[src/rtl/fdsum_pkg.sv]
`timescale 1ns / 1ps
// ----------------------------------------------------------------------------
// fdsum_pkg
// Shared types and constants of the sync/length frame parser with sum16.
// ----------------------------------------------------------------------------
package fdsum_pkg;

   localparam int HEADER_BYTES = 9;
   localparam int CSR_INDEX_W  = 3;
   localparam int CSR_DATA_W   = 16;

   typedef enum logic [1:0] {
      PH_IDLE    = 2'd0,
      PH_HEADER  = 2'd1,
      PH_PAYLOAD = 2'd2,
      PH_CHECK   = 2'd3
   } phase_type;

   localparam logic [1:0] KIND_PAYLOAD   = 2'd0;
   localparam logic [1:0] KIND_GOOD      = 2'd1;
   localparam logic [1:0] KIND_SUM_BAD   = 2'd2;
   localparam logic [1:0] KIND_TOO_LARGE = 2'd3;

   localparam logic [CSR_INDEX_W-1:0] CSR_SYNC_FIRST   = 3'd0;
   localparam logic [CSR_INDEX_W-1:0] CSR_SYNC_SECOND  = 3'd1;
   localparam logic [CSR_INDEX_W-1:0] CSR_OWN_ID       = 3'd2;
   localparam logic [CSR_INDEX_W-1:0] CSR_UPDATE_GID   = 3'd3;
   localparam logic [CSR_INDEX_W-1:0] CSR_LARGE_LIMIT  = 3'd4;
   localparam logic [CSR_INDEX_W-1:0] CSR_NORMAL_LIMIT = 3'd5;

   typedef struct packed {
      logic [7:0]  sync_first;
      logic [7:0]  sync_second;
      logic [7:0]  own_device_id;
      logic [7:0]  update_group_id;
      logic [15:0] large_payload_limit;
      logic [15:0] normal_payload_limit;
   } cfg_type;

   typedef struct packed {
      logic [1:0]  kind;
      logic [7:0]  payload_byte;
      logic [15:0] payload_offset;
      logic [7:0]  source_id;
      logic [7:0]  dest_id;
      logic [7:0]  msg_type;
      logic [7:0]  group_id;
      logic [7:0]  command_id;
      logic [15:0] frame_length;
      logic        for_this_device;
   } result_type;

endpackage

[src/rtl/frame_deframer_with_sum16_core.sv]
`timescale 1ns / 1ps
// ----------------------------------------------------------------------------
// frame_deframer_with_sum16_core
// Byte-wise frame parser with 16-bit additive checksum and length guard.
// ----------------------------------------------------------------------------
// One received byte is taken per cycle. Each byte is handled in the cycle it
// is accepted; a byte that yields a result (payload byte or frame verdict)
// lands in the result register in the next cycle. req_stall rises only when
// the incoming byte yields a result and the result register is still held by
// rsp_stall; bytes that yield nothing are always taken. Configuration writes
// take effect on the next cycle and csr_ready is always high.
module frame_deframer_with_sum16_core (
   input  logic                              clock,
   input  logic                              reset,
   input  logic                              req_valid,
   output logic                              req_stall,
   input  logic [7:0]                        req_rx_byte,
   output logic                              rsp_valid,
   input  logic                              rsp_stall,
   output logic [1:0]                        rsp_kind,
   output logic [7:0]                        rsp_payload_byte,
   output logic [15:0]                       rsp_payload_offset,
   output logic [7:0]                        rsp_source_id,
   output logic [7:0]                        rsp_dest_id,
   output logic [7:0]                        rsp_msg_type,
   output logic [7:0]                        rsp_group_id,
   output logic [7:0]                        rsp_command_id,
   output logic [15:0]                       rsp_frame_length,
   output logic                              rsp_for_this_device,
   input  logic                              csr_valid,
   output logic                              csr_ready,
   input  logic [fdsum_pkg::CSR_INDEX_W-1:0] csr_index,
   input  logic [fdsum_pkg::CSR_DATA_W-1:0]  csr_wdata
);
   import fdsum_pkg::*;

   cfg_type    cfg;
   result_type result;
   result_type rsp_data;
   logic       emit;
   logic       busy;
   logic       fire;

   assign req_stall = busy && emit;
   assign fire      = req_valid && !req_stall;

   fdsum_csr u_csr (
      .clock     (clock),
      .reset     (reset),
      .csr_valid (csr_valid),
      .csr_ready (csr_ready),
      .csr_index (csr_index),
      .csr_wdata (csr_wdata),
      .cfg       (cfg)
   );

   fdsum_parser u_parser (
      .clock   (clock),
      .reset   (reset),
      .cfg     (cfg),
      .fire    (fire),
      .rx_byte (req_rx_byte),
      .emit    (emit),
      .result  (result)
   );

   fdsum_out_reg u_out (
      .clock     (clock),
      .reset     (reset),
      .load      (fire && emit),
      .load_data (result),
      .busy      (busy),
      .rsp_valid (rsp_valid),
      .rsp_stall (rsp_stall),
      .rsp_data  (rsp_data)
   );

   assign rsp_kind            = rsp_data.kind;
   assign rsp_payload_byte    = rsp_data.payload_byte;
   assign rsp_payload_offset  = rsp_data.payload_offset;
   assign rsp_source_id       = rsp_data.source_id;
   assign rsp_dest_id         = rsp_data.dest_id;
   assign rsp_msg_type        = rsp_data.msg_type;
   assign rsp_group_id        = rsp_data.group_id;
   assign rsp_command_id      = rsp_data.command_id;
   assign rsp_frame_length    = rsp_data.frame_length;
   assign rsp_for_this_device = rsp_data.for_this_device;

endmodule

[src/rtl/fdsum_csr.sv]
`timescale 1ns / 1ps
// ----------------------------------------------------------------------------
// fdsum_csr
// Configuration registers, written by index over the csr channel.
// ----------------------------------------------------------------------------
module fdsum_csr (
   input  logic                             clock,
   input  logic                             reset,
   input  logic                             csr_valid,
   output logic                             csr_ready,
   input  logic [fdsum_pkg::CSR_INDEX_W-1:0] csr_index,
   input  logic [fdsum_pkg::CSR_DATA_W-1:0]  csr_wdata,
   output fdsum_pkg::cfg_type               cfg
);
   import fdsum_pkg::*;

   cfg_type cfg_ff;
   cfg_type cfg_in;

   assign csr_ready = 1'b1;
   assign cfg       = cfg_ff;

   always_comb begin
      cfg_in = cfg_ff;
      if (csr_valid && csr_ready) begin
         case (csr_index)
            CSR_SYNC_FIRST:   cfg_in.sync_first           = csr_wdata[7:0];
            CSR_SYNC_SECOND:  cfg_in.sync_second          = csr_wdata[7:0];
            CSR_OWN_ID:       cfg_in.own_device_id        = csr_wdata[7:0];
            CSR_UPDATE_GID:   cfg_in.update_group_id      = csr_wdata[7:0];
            CSR_LARGE_LIMIT:  cfg_in.large_payload_limit  = csr_wdata;
            CSR_NORMAL_LIMIT: cfg_in.normal_payload_limit = csr_wdata;
            default: ;
         endcase
      end
   end

   always_ff @(posedge clock) begin
      if (reset) begin
         cfg_ff.sync_first           <= 8'd170;
         cfg_ff.sync_second          <= 8'd85;
         cfg_ff.own_device_id        <= 8'd1;
         cfg_ff.update_group_id      <= 8'd0;
         cfg_ff.large_payload_limit  <= 16'd1040;
         cfg_ff.normal_payload_limit <= 16'd64;
      end else begin
         cfg_ff <= cfg_in;
      end
   end

endmodule

[src/rtl/fdsum_parser.sv]
`timescale 1ns / 1ps
// ----------------------------------------------------------------------------
// fdsum_parser
// Frame state machine: header capture, running sum, length check, verdict.
// ----------------------------------------------------------------------------
module fdsum_parser (
   input  logic                  clock,
   input  logic                  reset,
   input  fdsum_pkg::cfg_type    cfg,
   input  logic                  fire,
   input  logic [7:0]            rx_byte,
   output logic                  emit,
   output fdsum_pkg::result_type result
);
   import fdsum_pkg::*;

   localparam logic [15:0] LAST_HDR_POS = 16'(HEADER_BYTES - 1);

   phase_type   phase_ff,  phase_in;
   logic [15:0] pos_ff,    pos_in;
   logic [15:0] sum_ff,    sum_in;
   logic [7:0]  src_ff,    src_in;
   logic [7:0]  dest_ff,   dest_in;
   logic [7:0]  type_ff,   type_in;
   logic [7:0]  gid_ff,    gid_in;
   logic [7:0]  cid_ff,    cid_in;
   logic [15:0] len_ff,    len_in;
   logic [7:0]  sum_lo_ff, sum_lo_in;
   logic [15:0] limit;
   logic [15:0] pos_inc;
   logic [15:0] byte_sum;

   assign pos_inc  = pos_ff + 16'd1;
   assign byte_sum = sum_ff + {8'd0, rx_byte};
   assign limit    = (gid_in == cfg.update_group_id) ? cfg.large_payload_limit
                                                     : cfg.normal_payload_limit;

   always_comb begin
      phase_in  = phase_ff;
      pos_in    = pos_ff;
      sum_in    = sum_ff;
      src_in    = src_ff;
      dest_in   = dest_ff;
      type_in   = type_ff;
      gid_in    = gid_ff;
      cid_in    = cid_ff;
      len_in    = len_ff;
      sum_lo_in = sum_lo_ff;
      emit      = 1'b0;
      result.kind           = KIND_PAYLOAD;
      result.payload_byte   = 8'd0;
      result.payload_offset = 16'd0;

      case (phase_ff)
         PH_IDLE: begin
            if (rx_byte == cfg.sync_first) begin
               phase_in = PH_HEADER;
               sum_in   = {8'd0, rx_byte};
               pos_in   = 16'd1;
            end
         end
         PH_HEADER: begin
            sum_in = byte_sum;
            case (pos_ff)
               16'd2:   src_in  = rx_byte;
               16'd3:   dest_in = rx_byte;
               16'd4:   type_in = rx_byte;
               16'd5:   gid_in  = rx_byte;
               16'd6:   cid_in  = rx_byte;
               16'd7:   len_in  = {len_ff[15:8], rx_byte};
               16'd8:   len_in  = {rx_byte, len_ff[7:0]};
               default: ;
            endcase
            if (pos_ff != LAST_HDR_POS) begin
               pos_in = pos_inc;
            end else if (len_in > limit) begin
               emit        = 1'b1;
               result.kind = KIND_TOO_LARGE;
               phase_in    = PH_IDLE;
               pos_in      = 16'd0;
               sum_in      = 16'd0;
               sum_lo_in   = 8'd0;
            end else begin
               pos_in   = 16'd0;
               phase_in = (len_in == 16'd0) ? PH_CHECK : PH_PAYLOAD;
            end
         end
         PH_PAYLOAD: begin
            sum_in                = byte_sum;
            emit                  = 1'b1;
            result.kind           = KIND_PAYLOAD;
            result.payload_byte   = rx_byte;
            result.payload_offset = pos_ff;
            if (pos_inc >= len_ff) begin
               phase_in = PH_CHECK;
               pos_in   = 16'd0;
            end else begin
               pos_in = pos_inc;
            end
         end
         PH_CHECK: begin
            if (pos_ff == 16'd0) begin
               sum_lo_in = rx_byte;
               pos_in    = 16'd1;
            end else begin
               emit        = 1'b1;
               result.kind = ({rx_byte, sum_lo_ff} == sum_ff) ? KIND_GOOD : KIND_SUM_BAD;
               phase_in    = PH_IDLE;
               pos_in      = 16'd0;
               sum_in      = 16'd0;
               sum_lo_in   = 8'd0;
            end
         end
         default: ;
      endcase

      result.source_id       = src_in;
      result.dest_id         = dest_in;
      result.msg_type        = type_in;
      result.group_id        = gid_in;
      result.command_id      = cid_in;
      result.frame_length    = len_in;
      result.for_this_device = (dest_in == cfg.own_device_id);
   end

   always_ff @(posedge clock) begin
      if (reset) begin
         phase_ff  <= PH_IDLE;
         pos_ff    <= 16'd0;
         sum_ff    <= 16'd0;
         src_ff    <= 8'd0;
         dest_ff   <= 8'd0;
         type_ff   <= 8'd0;
         gid_ff    <= 8'd0;
         cid_ff    <= 8'd0;
         len_ff    <= 16'd0;
         sum_lo_ff <= 8'd0;
      end else if (fire) begin
         phase_ff  <= phase_in;
         pos_ff    <= pos_in;
         sum_ff    <= sum_in;
         src_ff    <= src_in;
         dest_ff   <= dest_in;
         type_ff   <= type_in;
         gid_ff    <= gid_in;
         cid_ff    <= cid_in;
         len_ff    <= len_in;
         sum_lo_ff <= sum_lo_in;
      end
   end

   a_idle_clear: assert property (@(posedge clock) disable iff (reset)
      (phase_ff == PH_IDLE) |-> (pos_ff == 16'd0 && sum_ff == 16'd0))
      else $error("idle with stale position or sum");

   a_hdr_pos: assert property (@(posedge clock) disable iff (reset)
      (phase_ff == PH_HEADER) |-> (pos_ff != 16'd0 && pos_ff <= LAST_HDR_POS))
      else $error("header position out of range");

   a_pay_pos: assert property (@(posedge clock) disable iff (reset)
      (phase_ff == PH_PAYLOAD) |-> (pos_ff < len_ff))
      else $error("payload position past length");

   a_chk_pos: assert property (@(posedge clock) disable iff (reset)
      (phase_ff == PH_CHECK) |-> (pos_ff <= 16'd1))
      else $error("checksum position out of range");

endmodule

[src/rtl/fdsum_out_reg.sv]
`timescale 1ns / 1ps
// ----------------------------------------------------------------------------
// fdsum_out_reg
// Result register between the parser and the rsp channel.
// ----------------------------------------------------------------------------
module fdsum_out_reg (
   input  logic                  clock,
   input  logic                  reset,
   input  logic                  load,
   input  fdsum_pkg::result_type load_data,
   output logic                  busy,
   output logic                  rsp_valid,
   input  logic                  rsp_stall,
   output fdsum_pkg::result_type rsp_data
);
   import fdsum_pkg::*;

   logic       valid_ff, valid_in;
   result_type data_ff;

   assign busy      = valid_ff && rsp_stall;
   assign rsp_valid = valid_ff;
   assign rsp_data  = data_ff;

   always_comb begin
      valid_in = valid_ff;
      if (valid_ff && !rsp_stall) begin
         valid_in = 1'b0;
      end
      if (load) begin
         valid_in = 1'b1;
      end
   end

   always_ff @(posedge clock) begin
      if (reset) begin
         valid_ff <= 1'b0;
      end else begin
         valid_ff <= valid_in;
      end
   end

   always_ff @(posedge clock) begin
      if (load) begin
         data_ff <= load_data;
      end
   end

   a_no_overwrite: assert property (@(posedge clock) disable iff (reset)
      load |-> !busy)
      else $error("result register overwritten while held");

   a_load_shown: assert property (@(posedge clock) disable iff (reset)
      load |=> valid_ff)
      else $error("loaded transaction not presented");

   a_drain: assert property (@(posedge clock) disable iff (reset)
      (valid_ff && !rsp_stall && !load) |=> !valid_ff)
      else $error("taken transaction presented twice");

endmodule

[config.mk]
export PLATFORM = sky130hd
export DESIGN_NAME = frame_deframer_with_sum16_core
export DESIGN_NICKNAME = d
export VERILOG_FILES = /design/src/rtl/fdsum_pkg.sv /design/src/rtl/frame_deframer_with_sum16_core.sv /design/src/rtl/fdsum_csr.sv /design/src/rtl/fdsum_parser.sv /design/src/rtl/fdsum_out_reg.sv
export SDC_FILE = /design/constraint.sdc
export NUM_CORES = 1
export LEC_CHECK = 0
export ABC_AREA = 1
export BUFFER_PORTS_ARGS = -buffer_cell sky130_fd_sc_hd__buf_2
export CAP_MARGIN = 20
export CORE_UTILIZATION = 29
export DETAILED_ROUTE_END_ITERATION = 12
export GPL_TIMING_DRIVEN = 0
export MAX_ROUTING_LAYER = met4
export PLACE_DENSITY = 0.56
export SLEW_MARGIN = 10
export SYNTH_ARGS = -nofsm -noshare
export SYNTH_HDL_FRONTEND = slang
export SYNTH_SLANG_ARGS = --single-unit
[constraint.sdc]
create_clock -name clock -period 6.33 [get_ports clock]
set_clock_uncertainty 0.2 [all_clocks]
set_input_delay 1.266 -clock clock [delete_from_list [all_inputs] [get_ports clock]]
set_output_delay 1.266 -clock clock [all_outputs]
set_load 0.03 [all_outputs]
======== Word level (Yosys, flattened, before mapping) ========
Cells that the tools add are included.
storage, ports and cells
  output and inout bits ................... 86
  RAM bits ................................ 0
  memories kept ........................... 0
  bits in registers ....................... 238
  bits in latches ......................... 0
  ROM bits ................................ 0
operators by class
  equal/unequal tests ..................... 24
  add/subtract/negate cells ............... 2
  bitwise logic cells ..................... 0
  magnitude comparators ................... 2
  multipliers ............................. 0
  reduce and logical (&&, ||, !) cells .... 22
  shift-type cells ........................ 0
  divide/modulo/power cells ............... 0
  muxes and demuxes ....................... 46
operator list
  kind                   count
  $mux 16                10
  $pmux 16 s4            2
  $mux 8                 13
  $eq 16x3->1 const B    4
  $eq 16x2->1 const B    2
  $logic_not 16->1       2
  $pmux 16 s2            1
  $eq 8x8->1             3
  $mux 2                 9
  $add 16x1->16 const B  1
  $add 16x8->16          1
  $eq 16x16->1           1
  $eq 16x4->1 const B    1
  $ge 16x16->1           1
  $gt 16x16->1           1
  $ne 16x4->1 const B    1
  $pmux 8 s2             1
  $reduce_and 2->1       6
  $pmux 2 s4             1
  $mux 1                 7
  $eq 3x2->1 const B     2
  $eq 3x3->1 const B     2
  $ne 2x1->1 const B     3
  $logic_and 1x1->1      5
  other kinds (12)       16

======== Longest topological paths before layout ========
  depth after elaboration ................. 14
  depth in mapped cells ................... 37
  gate-level depth less buffers ........... 36

======== Cells and area by module ========
Synthesis repeated with hierarchy kept, for this count alone.
second synthesis, totals
  cells, all modules ...................... 1,690
  area, all modules ....................... 12,663.4 µm²
modules (own cells, without submodules)
  module                          times used  area an instance (µm²)  seq. area each (µm²)  cells each
  fdsum_parser                    1           7,552.2                 1,961.9               1,226
  fdsum_csr                       1           2,552.4                 1,281.2               370
  fdsum_out_reg                   1           2,532.4                 2,512.4               88
  frame_deframer_with_sum16_core  1           26.3                    0.0                   6

======== Least setup slack after synthesis ========
OpenSTA, ideal clock, no wires.
  path type ............................... input -> register
  start ................................... in req_rx_byte[7]
  end ..................................... reg u_out.data_ff (netlist bit u_out.rsp_data[0]), enable pin
  data arrival time ....................... 5.311 ns
  path slack .............................. 0.382 ns
  stages on the path ...................... 23
  path through ............................ o21ai_0 > inv_1 > nand2_1 > nand2_1 > inv_1 > nand2_1 > nor2_4 > nand2_4 > buf_6 > nand2_1 > nand2_1 > ha_1 > nand2_1 > nor3_1 > nand3_1 > nand3_1 > nand2_1 > nand2_2 > nand2_4 > inv_2 > buf_4 > nand2_1 > inv_1
RTL lines
  what                    RTL line                              RTL
  start: declaration      frame_deframer_with_sum16_core.sv:17  input logic [7:0] req_rx_byte,
  end signal: assignment  fdsum_out_reg.sv:45                   data_ff <= load_data;
  end: declaration        fdsum_out_reg.sv:19                   result_type data_ff;

======== Worst setup path after layout ========
  start ................................... reg u_parser.pos_ff[1]
  end ..................................... out req_stall
between the ends
  longest elaborated chain between the ends .. 10
RTL lines
  what                      RTL line                              RTL
  start: declaration        fdsum_parser.sv:20                    logic [15:0] pos_ff, pos_in;
  start signal: assignment  fdsum_parser.sv:140                   pos_ff <= pos_in;
  $eq 16x3->1               fdsum_parser.sv:64                    case (pos_ff)
  $mux 8                    fdsum_parser.sv:64
  $mux 8                    fdsum_parser.sv:54                    case (phase_ff)
  $eq 8x8->1                fdsum_parser.sv:35                    assign limit = (gid_in == cfg.update_group_id) ? cfg.large_payload_limit
  $mux 16                   fdsum_parser.sv:35
  $gt 16x16->1              fdsum_parser.sv:76                    end else if (len_in > limit) begin
  $mux 1                    fdsum_parser.sv:76
  $mux 1                    fdsum_parser.sv:74                    if (pos_ff != LAST_HDR_POS) begin
  $pmux 1 s3 *              fdsum_parser.sv:54
  $logic_and 1x1->1 *       frame_deframer_with_sum16_core.sv:44  assign req_stall = busy && emit;
  end: declaration          frame_deframer_with_sum16_core.sv:16  output logic req_stall,
Mark *: on every way between the ends. The rest lies on a longest branch, timed or not. The select of a mux whose other input is x is not followed.

==> results.cfg <==
[run_status]
status = finished, final reports clean

[critical_path]
criticalPathCategory = reg -> out
startpoint_type = flip-flop
reg2reg_to = u_out.rsp_data[10]
crit_cells = 24
slowest_delay_ps = 360
r2r_slack_ps = 550
path_max_fanout = 10
cp.arrival_ps = 4480
crit_required_ps = 4860
cp_cell_sequence = inv_1 > ha_1 > nand2_2 > nor2_4 > nand3_4 > buf_6 > o21ai_2 > xor2_1 > nand3_1 > nor2_4 > buf_4 > buf_6 > nand3b_1 > nand2_1 > ha_1 > a21oi_1 > o21ai_0 > a21oi_1 > nand2_1 > nand3_1 > nand2_2 > nand2_4 > inv_1 > buf_2
critPathCaptureType = output pin
r2r_start = u_parser.pos_ff[1]
crit_family = simple AND/OR/NAND/NOR gates
r2r_cells = 28
cp.buffers_inverters = 6
crit_slowest_cell = dfxtp_1

[detailed_routing]
via_count = 11000
met3WireLength_um = 2110
drt-met1-wl_um = 17100
drt-initial-drc-count = 732
drt_first_pass_iters = 7
drtAntennaViolNets = 0
routedWlPerCell_um = 16.4
drc = 0
routed.top_layer = met4
wl_met2_um = 17800
avgViaCountPerCell = 4.78
drt_wl_total_um = 37800

[worst_hold_path]
hp-class = reg -> reg
hold_end = u_parser.type_ff[3]
min_from = u_parser.type_ff[3]
min_delay_path_depth = 2

[timing]
setup-violations-final = 0
finalCritPeriodShare_pct = 93.9
tightest_slew_ps = 877
finalHoldViolCount = 0
holdWs_ps = 251
finalCriticalPeriod_ps = 5950
rsz0062_at_grt = no
timing.fmax_mhz = 168
postLayoutSetupSlackWorst_ps = 383
maxSlewHeadroom_pct = 41.1
slew_viol_final = 0

[grt]
antenna_found_initial = 0
grt_overflow = 0
grt_pass1_vias = 10500
grt_usage_pct = 17.7
grt_pass1_wl_um = 58600
grt_max_degree = 44

[cts]
clk_pin_slew_worst_paths_ps = 70
cts_buffer_depth = 3
postCtsHoldBufs = 0
tritoncts = yes
clock-sinks = 238
insertion_delay_ps = 560
root_buffer = clkbuf_16
numCtsBuffers = 28
htree_levels = 1

[finish]
syn_to_final_growth_pct = 18.6
multi_input_area_um2 = 5630
finalInstanceArea_um2 = 14500
utilization_pct = 35.2
drive_above_1_share_pct = 13.4
regArea_um2 = 5600
fin_cells = 2303
diodes = 0
n_fill_cell = 4304
fin_nets = 1826

[synthesis]
yosys_warnings = 0
postSynthRegisterBits = 238
ys_seq_area_share_pct = 45.8
syn_area_um2 = 12200
synth-async-reset-ratio_pct = 0
synthCells = 1600
synth-edff-count = 83
syn_area_per_cell_um2 = 7.64
ys.flop_type = dfxtp_1
synth_nets = 1677
synth_cell_types = 41

[floorplanning]
start_util_pct = 29.7
die_w_um = 207
dieHeight_um = 207
num_rows = 74
die_area_um2 = 43000
ios = 118
coreArea_um2 = 41200

[power]
switching_power_uw = 976
p_leak_uw = 0.00647
swShare_pct = 26.5
p_per_area_nw_per_um2 = 255
power_frac_seq_pct = 44.2
irDropWorstVdd_uv = 169
p_int_uw = 2710
clkPwrFrac_pct = 45.3
p_comb_share_pct = 10.5

[placement]
place_congestion = 0.951
dp_hpwl_um = 28100
portBuffers = 115
place_area_um2 = 13500
placed_cells = 2248
place_ws_ps = -109

[run]
cap_violations = 0
-- power groups by stage --
stage	Clock, uW	Sequential (uW)	Combinational [uW]
finish	1670	1630	387
global route	1760	1640	438
CTS	1700	1630	379
detailed placement	0	1670	377
global placement	0	1670	370
floorplan	0	1660	255
-- sequential cells by signal (all words and copies together), names as in the netlist, named ones only --
signal,count
u_csr.cfg,56
u_out.rsp_data,83
u_out.rsp_valid,1
u_parser.cid_ff,8
u_parser.dest_ff,8
u_parser.gid_ff,8
u_parser.len_ff,16
u_parser.phase_ff,1
u_parser.pos_ff,16
u_parser.src_ff,8
u_parser.sum_ff,16
u_parser.sum_lo_ff,8
u_parser.type_ff,8
-- worst register-to-register path, delay by kind of cell, from the launching register on --
family                   cells  cell delay (ps)
AND/OR/NAND/NOR             13             1800
XOR/XNOR                     1              170
AO/OA/AOI/OAI                4              650
buffers and inverters        8             1830
adder cells (fa/ha/maj)      2              410
flip-flops                   1              360
-- layout make-up --
class / count / area share, %
inverters: 188 / 4.89
repair buffers: 119 / 4.32
well taps: 532 / 4.59
multi-input cells: 1111 / 38.8
plain buffers: 63 / 2.13
flip-flops and latches: 238 / 38.6
clock buffers: 30 / 5.03
clock inverters: 22 / 1.61
-- Yosys cell counts (all sizes together) (2+ instances only) --
cell	number	area, um2
o22ai	9	56.3
clkbuf	40	150
xor2	36	315
o21bai	2	15.0
edfxtp	83	2490
nand2	325	1250
or2	9	56.3
nor3	26	130
ha	44	551
o211ai	3	22.5
clkinv	3	11.3
xnor2	9	78.8
buf	23	159
a21oi	84	420
dfxtp	155	3100
nor2	245	967
nand3	53	278
nor4	4	25.0
nand4	20	146
o21ai	217	1100
nand3b	17	128
inv	185	694
a221oi	2	17.5
-- what timing repair did --
action | in CTS | in global routing
gates resized for setup | 0 | 5
setup endpoints to repair | 0 | 42
buffers inserted | 0 | 3
-- cell usage in the layout (no fill, tap or decap), types with 44 or more instances in the layout --
master and count:
edfxtp_1 83, o21ai_0 207, nor2_1 238, buf_2 128, nand3_1 52, ha_1 44, dfxtp_1 154, a21oi_1 84
nand2_1 318, inv_1 169
-- metal layers --
metal	GRT usage [%]	vias to the layer above
li1	-	5533
met5	-	-
met4	4.48	0
met2	29.4	275
met1	22.5	5140
met3	2.69	55
-- cells by family after synthesis --
| group | synth area share, % |
|---|---|
| simple gates | 24.5 |
| compound gates | 13.5 |
| buf+inv | 8.30 |
| flops | 45.8 |
| xor+xnor | 3.22 |
| fa+ha+maj | 4.67 |
| other cells | 0.0307 |
-- worst max path at each step --
stage	from	end	slack (ps)
after floorplan	req_rx_byte[7]	u_out.rsp_data[0]	380
after global placement	req_rx_byte[7]	u_out.rsp_data[66]	-1940
after detailed placement	req_rx_byte[7]	u_out.rsp_data[6]	-110
after CTS	u_parser.pos_ff[0]	req_stall	130
after global routing	u_parser.pos_ff[1]	req_stall	60
final	u_parser.pos_ff[1]	req_stall	380
-- through the flow --
step / total power, uW / setup TNS (ps)
finish: 3690 / 0
global route: 3830 / 0
CTS: 3710 / 0
detailed placement: 2040 / -4180
global placement: 2030 / -159760
floorplan: 1920 / 0
No activity file was read; power rests on OpenSTA's default activity.
